**src/histogram_mode_intensity_standardizer_macros.svh**
```systemverilog
// assertion macros for the histogram mode intensity standardiser
// used by the top level; expects clk and rst_n in scope
`ifndef HISTOGRAM_MODE_INTENSITY_STANDARDIZER_MACROS_SVH
`define HISTOGRAM_MODE_INTENSITY_STANDARDIZER_MACROS_SVH

// same-cycle implication
`define HMIS_ASSERT_NOW(label, ante, cons, msg) \
  label: assert property (@(posedge clk) disable iff (!rst_n) (ante) |-> (cons)) \
    else $error(msg);

// next-cycle implication
`define HMIS_ASSERT_NEXT(label, ante, cons, msg) \
  label: assert property (@(posedge clk) disable iff (!rst_n) (ante) |=> (cons)) \
    else $error(msg);

`endif

```
**src/hmis_pkg.sv**
```systemverilog
// shared types and constants of the histogram mode intensity standardiser
// no dependencies
package hmis_pkg;

  localparam int DIV_NW = 24;
  localparam int DIV_DW = 16;

  typedef enum logic [2:0] {
    ACT_CLEAR = 3'd0,
    ACT_MAX   = 3'd1,
    ACT_HIST  = 3'd2,
    ACT_MODE  = 3'd3,
    ACT_MAP   = 3'd4
  } act_t;

  localparam logic [1:0] CFG_REF_MODE = 2'd0;
  localparam logic [1:0] CFG_BG_LIMIT = 2'd1;
  localparam logic [1:0] CFG_NS_LIMIT = 2'd2;

  typedef enum logic [3:0] {
    S_CLR, S_IDLE, S_SGO, S_SWAIT, S_EVAL, S_RD, S_WR,
    S_MUL, S_MGO, S_MWAIT, S_WALK, S_WEND, S_OUT
  } state_t;

  typedef struct packed {
    logic              start;
    logic [DIV_NW-1:0] num;
    logic [DIV_DW-1:0] den;
  } div_req_t;

  typedef struct packed {
    logic              done;
    logic [DIV_NW-1:0] quot;
  } div_rsp_t;

endpackage

```
**src/hmis_div.sv**
```systemverilog
// restoring unsigned divider, one quotient bit per cycle
// depends on hmis_pkg
module hmis_div (
  input  logic                clk,
  input  logic                rst_n,
  input  hmis_pkg::div_req_t  req,
  output hmis_pkg::div_rsp_t  rsp
);
  import hmis_pkg::*;

  localparam int CW = $clog2(DIV_NW + 1);

  logic [CW-1:0]     cnt_r;
  logic              busy_r;
  logic              done_r;
  logic [DIV_NW-1:0] quo_r;
  logic [DIV_DW-1:0] rem_r;
  logic [DIV_DW-1:0] den_r;
  logic [DIV_DW:0]   trial;
  logic              ge;
  logic [DIV_DW-1:0] rem_nxt;

  always_comb begin
    trial   = {rem_r, quo_r[DIV_NW-1]};
    ge      = trial >= {1'b0, den_r};
    rem_nxt = ge ? DIV_DW'(trial - {1'b0, den_r}) : DIV_DW'(trial);
  end

  always_ff @(posedge clk) begin
    if (!rst_n) begin
      busy_r <= 1'b0;
      done_r <= 1'b0;
      cnt_r  <= '0;
    end else begin
      done_r <= 1'b0;
      if (req.start) begin
        busy_r <= 1'b1;
        cnt_r  <= CW'(DIV_NW);
        quo_r  <= req.num;
        rem_r  <= '0;
        den_r  <= req.den;
      end else if (busy_r) begin
        rem_r <= rem_nxt;
        quo_r <= {quo_r[DIV_NW-2:0], ge};
        cnt_r <= cnt_r - 1'b1;
        if (cnt_r == CW'(1)) begin
          busy_r <= 1'b0;
          done_r <= 1'b1;
        end
      end
    end
  end

  assign rsp.done = done_r;
  assign rsp.quot = quo_r;
endmodule

```
**config.mk**
```make
export PLATFORM = sky130hd
export DESIGN_NAME = hmis_div
export DESIGN_NICKNAME = d
export VERILOG_FILES = /design/src/histogram_mode_intensity_standardizer_macros.svh /design/src/hmis_pkg.sv /design/src/hmis_div.sv
export SDC_FILE = /design/constraint.sdc
export NUM_CORES = 1
export LEC_CHECK = 0
export BUFFER_PORTS_ARGS = -buffer_cell sky130_fd_sc_hd__buf_2
export CELL_PAD_IN_SITES_DETAIL_PLACEMENT = 0
export CELL_PAD_IN_SITES_GLOBAL_PLACEMENT = 1
export CORE_MARGIN = 2
export CORE_UTILIZATION = 40
export DETAILED_ROUTE_END_ITERATION = 12
export PLACE_DENSITY = 0.74
export SLEW_MARGIN = 15
export SYNTH_ARGS = -nofsm -noshare
export SYNTH_HDL_FRONTEND = slang
export SYNTH_SLANG_ARGS = --single-unit
export TNS_END_PERCENT = 30
```
**constraint.sdc**
```tcl
create_clock -name clk -period 2.2 [get_ports clk]
set_input_delay 0.33 -clock clk [delete_from_list [all_inputs] [get_ports clk]]
set_output_delay 0.33 -clock clk [all_outputs]
set_load 0.03 [all_outputs]
```
==> results of run 1 <==
==> report_power, final <==
group	internal, mW	switching, mW	total [mW]
combinational	0.607	0.639	1.25
sequential	1.42	0.0535	1.48
clock	0.652	0.519	1.17
==> cells by family (layout without fill, tap and decap cells) <==
group / count (synthesis) / in the layout / synth area share
mux: 25 / 25 / 0.0786
compound gates: 89 / 89 / 0.175
fa+ha+maj: 19 / 19 / 0.0676
simple gates: 68 / 69 / 0.102
buf+inv: 38 / 177 / 0.0479
flops: 63 / 63 / 0.502
xor+xnor: 11 / 11 / 0.0265
==> cells in the mapped netlist (2+ instances only) <==
| cell | count | share of area |
|---|---|---|
| nor3_1 | 4 | 0.0055 |
| dfxtp_1 | 7 | 0.039 |
| o21bai_1 | 2 | 0.0041 |
| inv_1 | 24 | 0.025 |
| a21boi_0 | 3 | 0.0062 |
| buf_6 | 2 | 0.0062 |
| xnor2_1 | 8 | 0.019 |
| o31a_1 | 2 | 0.0048 |
| clkbuf_1 | 4 | 0.0041 |
| nor2_1 | 13 | 0.013 |
| o2bb2ai_1 | 2 | 0.0048 |
| a211oi_2 | 2 | 0.0069 |
| o21ai_0 | 15 | 0.021 |
| nand2_1 | 15 | 0.016 |
| o21ba_2 | 2 | 0.0055 |
| a211oi_1 | 6 | 0.012 |
| xor2_1 | 3 | 0.0072 |
| a21oi_1 | 23 | 0.032 |
| buf_4 | 3 | 0.0062 |
| nand4_1 | 2 | 0.0034 |
| and3_1 | 4 | 0.0069 |
| ha_1 | 18 | 0.062 |
| o31ai_1 | 3 | 0.0062 |
| a31o_2 | 2 | 0.0048 |
| and4_1 | 2 | 0.0048 |
| nand3_1 | 12 | 0.017 |
| o211ai_1 | 2 | 0.0041 |
| or4_1 | 2 | 0.0041 |
| mux2_2 | 24 | 0.074 |
| nor2b_1 | 2 | 0.0034 |
| nor4b_1 | 2 | 0.0048 |
| buf_2 | 3 | 0.0041 |
| o21ai_1 | 2 | 0.0028 |
| o21a_1 | 4 | 0.0083 |
| o22ai_1 | 4 | 0.0069 |
| edfxtp_1 | 56 | 0.46 |
| a21o_1 | 3 | 0.0062 |
| a31oi_1 | 2 | 0.0034 |
==> layout make-up <==
type                       instances  area (µm²)
inverter                          25        93.8
fill                             737        3650
clock buffer                       9         124
sequential                        63        1820
timing repair buffer             136         933
tap                              108         135
multi-input combinational        213        1900
clock inverter                     7         104
==> routing by layer <==
metal | share of wire | up-vias
met2 | 0.48 | 79
met3 | 0.060 | 6
met5 | 0 | -
met4 | 0.0072 | 0
li1 | - | 1451
met1 | 0.46 | 1359
==> placed cells by master (no fill, tap or decap), types with 3 or more instances in the layout <==
| cell | n |
|---|---|
| a21oi_2 | 7 |
| nand2_1 | 15 |
| a21o_1 | 3 |
| clkinv_4 | 3 |
| nand3_2 | 4 |
| clkbuf_8 | 9 |
| and3_1 | 3 |
| nor2_1 | 13 |
| xor2_1 | 3 |
| ha_4 | 6 |
| o21ai_1 | 4 |
| dfxtp_1 | 7 |
| buf_4 | 58 |
| o21ai_0 | 10 |
| xnor2_1 | 8 |
| buf_2 | 67 |
| mux2_2 | 24 |
| nand3_1 | 9 |
| a211oi_1 | 6 |
| a21oi_1 | 16 |
| inv_1 | 21 |
| ha_1 | 11 |
| o22ai_1 | 3 |
| o21a_1 | 3 |
| buf_6 | 6 |
| inv_2 | 3 |
| a21boi_0 | 3 |
| buf_12 | 4 |
| edfxtp_1 | 56 |
| nor3_1 | 3 |
==> how the worst max path moves through the flow <==
| stage | end | slack, ps | from | depth (start not counted) |
|---|---|---|---|---|
| floorplan | rem_r[14] | -200 | quo_r[23] | 9 |
| global placement | rem_r[12] | -250 | quo_r[23] | 9 |
| detailed placement | rem_r[12] | -280 | quo_r[23] | 9 |
| CTS | rem_r[14] | -180 | quo_r[23] | 9 |
| global route | rem_r[14] | -230 | quo_r[23] | 9 |
| finish | rem_r[14] | -140 | quo_r[23] | 9 |
==> timing repair <==
action / 4_1_cts / 5_1_grt
endpoints found under the hold margin: 0 / 0
setup endpoints to repair: 17 / 17
setup buffers: 5 / 7
gates cloned: 1 / 1
resized for setup: 30 / 30
pin swaps: 20 / 22
==> sequential cells by signal, indices dropped and copies added, names as in the netlist <==
register and count:
den_r 16, rem_r 16, quo_r 24, busy_r 1, cnt_r 5, done_r 1
==> per-stage QoR <==
step                      setup WS [ps]  cell area [µm²]
after floorplan                    -198             3630
after global placement             -254             4480
after detailed placement           -284             4480
after CTS                          -183             4900
after global routing               -227             5110
final                              -137             5110
==> impl_metrics.env, run 1 <==
export IMPL_status="complete, but fails checks"
export IMPL_violations="negative setup slack"
export IMPL_min_period_ps=2340
export IMPL_clock_sinks=63
export IMPL_ys_seq_area_frac=0.502
export IMPL_drtIter0Drc=112
export IMPL_cts_buffers=9
export IMPL_dp_cells=531
export IMPL_cp_max_fo=4
export IMPL_drt_wl_total_um=9110
export IMPL_crit_family="compound AO/OA/AOI/OAI gates"
export IMPL_met1_usage=0.259
export IMPL_grt_pass1_vias=2979
export IMPL_ys_types=62
export IMPL_fin_cells=561
export IMPL_grt_usage=0.186
export IMPL_syn_inst=313
export IMPL_maxCapViolCount=0
export IMPL_grt_start_max_net_pins=34
export IMPL_postSynthAreaPerCell_um2=11.6
export IMPL_crit_arrival_ps=2420
export IMPL_via_per_inst=5.16
export IMPL_finalPower_mw=3.89
export IMPL_drtAntennaViolNets=0
export IMPL_gp_congestion=0.858
export IMPL_drive_above_1_share=0.517
export IMPL_reg2reg_from="quo_r[23]"
export IMPL_worstPathCellList="inv_2 -> ha_4 -> fa_2 -> nor2b_2 -> o31a_1 -> a31o_4 -> or4_1 -> nand3_1 -> a21oi_1"
export IMPL_min_to="den_r[7]"
export IMPL_grt_pass1_wl_um=14500
export IMPL_peakVddDrop_mv=0.740
export IMPL_rsz0062_at_grt="yes"
export IMPL_cts_hold_fix_buffers=0
export IMPL_finalCritPeriodShare=1.06
export IMPL_port_buffers=67
export IMPL_insertion_delay_ps=340
export IMPL_die_height_um=99.3
export IMPL_slowest_stage="or4_1"
export IMPL_hp_class="input port to register"
export IMPL_top_usage_layer="met2"
export IMPL_cp_end_kind="register"
export IMPL_setup_violations=16
export IMPL_cts_root_buffer="clkbuf_8"
export IMPL_die_width_um=99.3
export IMPL_io_pins=68
export IMPL_power_leakage_nw=2.09
export IMPL_whs_path_depth=1
export IMPL_cts_max_level=3
export IMPL_synthFlopType="edfxtp_1"
export IMPL_cts_max_path_buffers=2
export IMPL_grt_met2_usage=0.294
export IMPL_fp_row_count=34
export IMPL_async_reset_ff_frac=0
export IMPL_synth_enable_flop_cells=56
export IMPL_cp_required_ps=2290
export IMPL_critPathLaunchType="register"
export IMPL_cts_tree="done"
export IMPL_reg2reg_to="rem_r[14]"
export IMPL_dp_hpwl_um=6440
export IMPL_utilization=0.584
export IMPL_post_route_drc_count=0
export IMPL_worstHoldStart="req[7]"
export IMPL_initial_core_util=0.414
export IMPL_r2r_slack_ps=-140
export IMPL_nNetsFinal=510
export IMPL_critPathMaxStageDelay_ps=470
export IMPL_finalWorstSetupSlack_ps=-137
export IMPL_dieArea_um2=9850
export IMPL_fin_tns_setup_ps=-1090
export IMPL_core_region_area_um2=8760
export IMPL_clk_pin_slew_ps=90
export IMPL_p_per_area_nw_per_um2=761
export IMPL_tightest_slew_ps=420
export IMPL_post_drt_wl_per_cell_um=16.2
export IMPL_final_hold_viol_count=0
export IMPL_synthToLayoutAreaGrowth_pct=40.9
export IMPL_synth_nets=375
export IMPL_use_met3=0.0471
export IMPL_antenna_found_initial=0
export IMPL_cp_num_buf_inv=1
export IMPL_clock_skew_ps=9.77
export IMPL_grt_overflow=0
export IMPL_report_final_slew_viol_count=0
export IMPL_relSlewSlack=0.717
export IMPL_max_freq_ghz=0.428
export IMPL_vias=2895
export IMPL_netlist_area_um2=3630
export IMPL_yosys_register_bits=63
export IMPL_path_class="register to register"
export IMPL_whs_ps=154
export IMPL_diodes=0
export IMPL_dr_pass1_iters=4
export IMPL_ys_warn_count=0
export IMPL_reg2reg_depth=9
Note: power is estimated with default switching activity, not from simulation.
==> run 2, diff against run 1 <==
--- a/config.mk
+++ b/config.mk
@@ -9,9 +9,9 @@
 export CELL_PAD_IN_SITES_DETAIL_PLACEMENT = 0
 export CELL_PAD_IN_SITES_GLOBAL_PLACEMENT = 1
 export CORE_MARGIN = 2
-export CORE_UTILIZATION = 40
+export CORE_UTILIZATION = 35
 export DETAILED_ROUTE_END_ITERATION = 12
-export PLACE_DENSITY = 0.74
+export PLACE_DENSITY = 0.65
 export SLEW_MARGIN = 15
 export SYNTH_ARGS = -nofsm -noshare
 export SYNTH_HDL_FRONTEND = slang
==> impl_metrics.env, run 2 (synthesis results as in run 1) <==
export IMPL_status="complete, but fails checks"
export IMPL_violations="negative setup slack"
export IMPL_grt_pass1_wl_um=14800
export IMPL_relSlewSlack=0.714
export IMPL_rsz0062_at_grt="yes"
export IMPL_cts_hold_fix_buffers=0
export IMPL_die_width_um=106
export IMPL_worstHoldStart="req[10]"
export IMPL_cts_max_path_buffers=2
export IMPL_drtIter0Drc=88
export IMPL_cp_max_fo=4
export IMPL_grt_pass1_vias=3084
export IMPL_power_leakage_nw=2.07
export IMPL_grt_usage=0.170
export IMPL_min_period_ps=2350
export IMPL_mostFrequentLayoutCell="buf_2"
export IMPL_dieArea_um2=11200
export IMPL_antenna_found_initial=0
export IMPL_cts_buffers=9
export IMPL_insertion_delay_ps=340
export IMPL_dr_pass1_iters=4
export IMPL_vias=2952
export IMPL_crit_arrival_ps=2440
export IMPL_post_place_ws_ps=-205
export IMPL_maxCapViolCount=0
export IMPL_reg2reg_depth=9
export IMPL_cts_max_level=3
export IMPL_r2r_slack_ps=-150
export IMPL_io_pins=68
export IMPL_initial_core_util=0.356
export IMPL_via_per_inst=5.03
export IMPL_grt_start_max_net_pins=23
export IMPL_nNetsFinal=508
export IMPL_diodes=0
export IMPL_use_met3=0.0383
export IMPL_setup_violations=17
export IMPL_port_buffers=67
export IMPL_cts_root_buffer="clkbuf_8"
export IMPL_regMostFlops="quo_r"
export IMPL_grt_met2_usage=0.273
export IMPL_p_per_area_nw_per_um2=724
export IMPL_finalPower_mw=3.68
export IMPL_fp_row_count=37
export IMPL_final_cell_mix="67 x buf_2, 61 x buf_4, 56 x edfxtp_1"
export IMPL_die_height_um=106
export IMPL_clock_skew_ps=9.83
export IMPL_cts_tree="done"
export IMPL_reg_top3="quo_r x24, den_r x16, rem_r x16"
export IMPL_peakVddDrop_mv=0.525
export IMPL_critPathLaunchType="register"
export IMPL_finalWorstSetupSlack_ps=-154
export IMPL_min_to="den_r[10]"
export IMPL_dp_hpwl_um=6520
export IMPL_drive_above_1_share=0.512
export IMPL_cp_end_kind="register"
export IMPL_post_drt_wl_per_cell_um=15.8
export IMPL_max_freq_ghz=0.425
export IMPL_gp_congestion=0.869
export IMPL_fin_tns_setup_ps=-988
export IMPL_reg2reg_to="rem_r[14]"
export IMPL_top_usage_layer="met2"
export IMPL_whs_path_depth=1
export IMPL_clk_pin_slew_ps=80
export IMPL_path_class="register to register"
export IMPL_cp_required_ps=2290
export IMPL_clock_sinks=63
export IMPL_met1_usage=0.224
export IMPL_synthToLayoutAreaGrowth_pct=39.9
export IMPL_reg2reg_from="quo_r[23]"
export IMPL_final_hold_viol_count=0
export IMPL_utilization=0.499
export IMPL_largest_register_ff_count=24
export IMPL_post_route_drc_count=0
export IMPL_finalCritPeriodShare=1.07
export IMPL_report_final_slew_viol_count=0
export IMPL_tightest_slew_ps=425
export IMPL_core_region_area_um2=10200
export IMPL_drt_wl_total_um=9260
export IMPL_drtAntennaViolNets=0
export IMPL_hp_class="input port to register"
export IMPL_grt_overflow=0
[run 2: changes by cell type in the layout (fill, tap and decap cells not counted), sizes merged]
cell | previous run | this run
clkbuf | 9 | 11
clkinv | 4 | 2
clkinvlp | 0 | 1
inv | 26 | 27
bufinv | 2 | 0
buf | 136 | 134
[run 2: stage by stage]
| stage | cell area (µm²) | hold WS (ps) | std cells |
|---|---|---|---|
| floorplan | 3630 | 429 | 313 |
| global placement | 4470 | 502 | 555 |
| detailed placement | 4470 | 509 | 555 |
| CTS | 4950 | 145 | 583 |
| global route | 5080 | 140 | 587 |
| finish | 5080 | 164 | 587 |
[run 2: how the worst max path moves through the flow]
stage | cells past startpoint | end | slack [ps] | from
2_1_floorplan | 9 | rem_r[14] | -200 | quo_r[23]
3_3_place_gp | 7 | rem_r[14] | -160 | rem_r[1]
3_5_place_dp | 9 | rem_r[14] | -200 | quo_r[23]
4_1_cts | 9 | rem_r[14] | -200 | quo_r[23]
5_1_grt | 9 | rem_r[14] | -240 | quo_r[23]
6_report | 9 | rem_r[14] | -150 | quo_r[23]
[run 2: power by group]
group          switching [mW]  total [mW]  internal [mW]
clock network           0.490       0.976          0.485
logic                   0.633        1.22          0.591
registers              0.0550        1.48           1.42
[run 2: worst max-delay path: stages (launching register included)]
cell and delay [ps]:
edfxtp_1 410, inv_2 90, ha_4 140, fa_2 220
nor2b_2 50, o31a_1 300, a31o_4 270, or4_4 480
nand3_2 80, a21oi_2 50
[run 2: final cells by class]
type                       instances  area, µm²
clock buffer                      11        153
clock inverter                     5       37.5
fill                             966       5110
inverter                          25       93.8
multi-input combinational        213       1910
sequential                        63       1820
tap                              136        170
timing repair buffer             134        896
[run 2: per-layer routing]
layer  vias up  share of wire
met4         0          0.019
met3        16          0.049
li1       1447              -
met2        72           0.47
met5         -              0
met1      1417           0.46
[run 2: repair_timing]
action / 4_1_cts / 5_1_grt
gates cloned: 1 / 0
pin swaps: 20 / 11
gates resized for setup: 34 / 21
setup buffers: 11 / 4
setup endpoints to repair: 17 / 17
endpoints found under the hold margin: 0 / 0
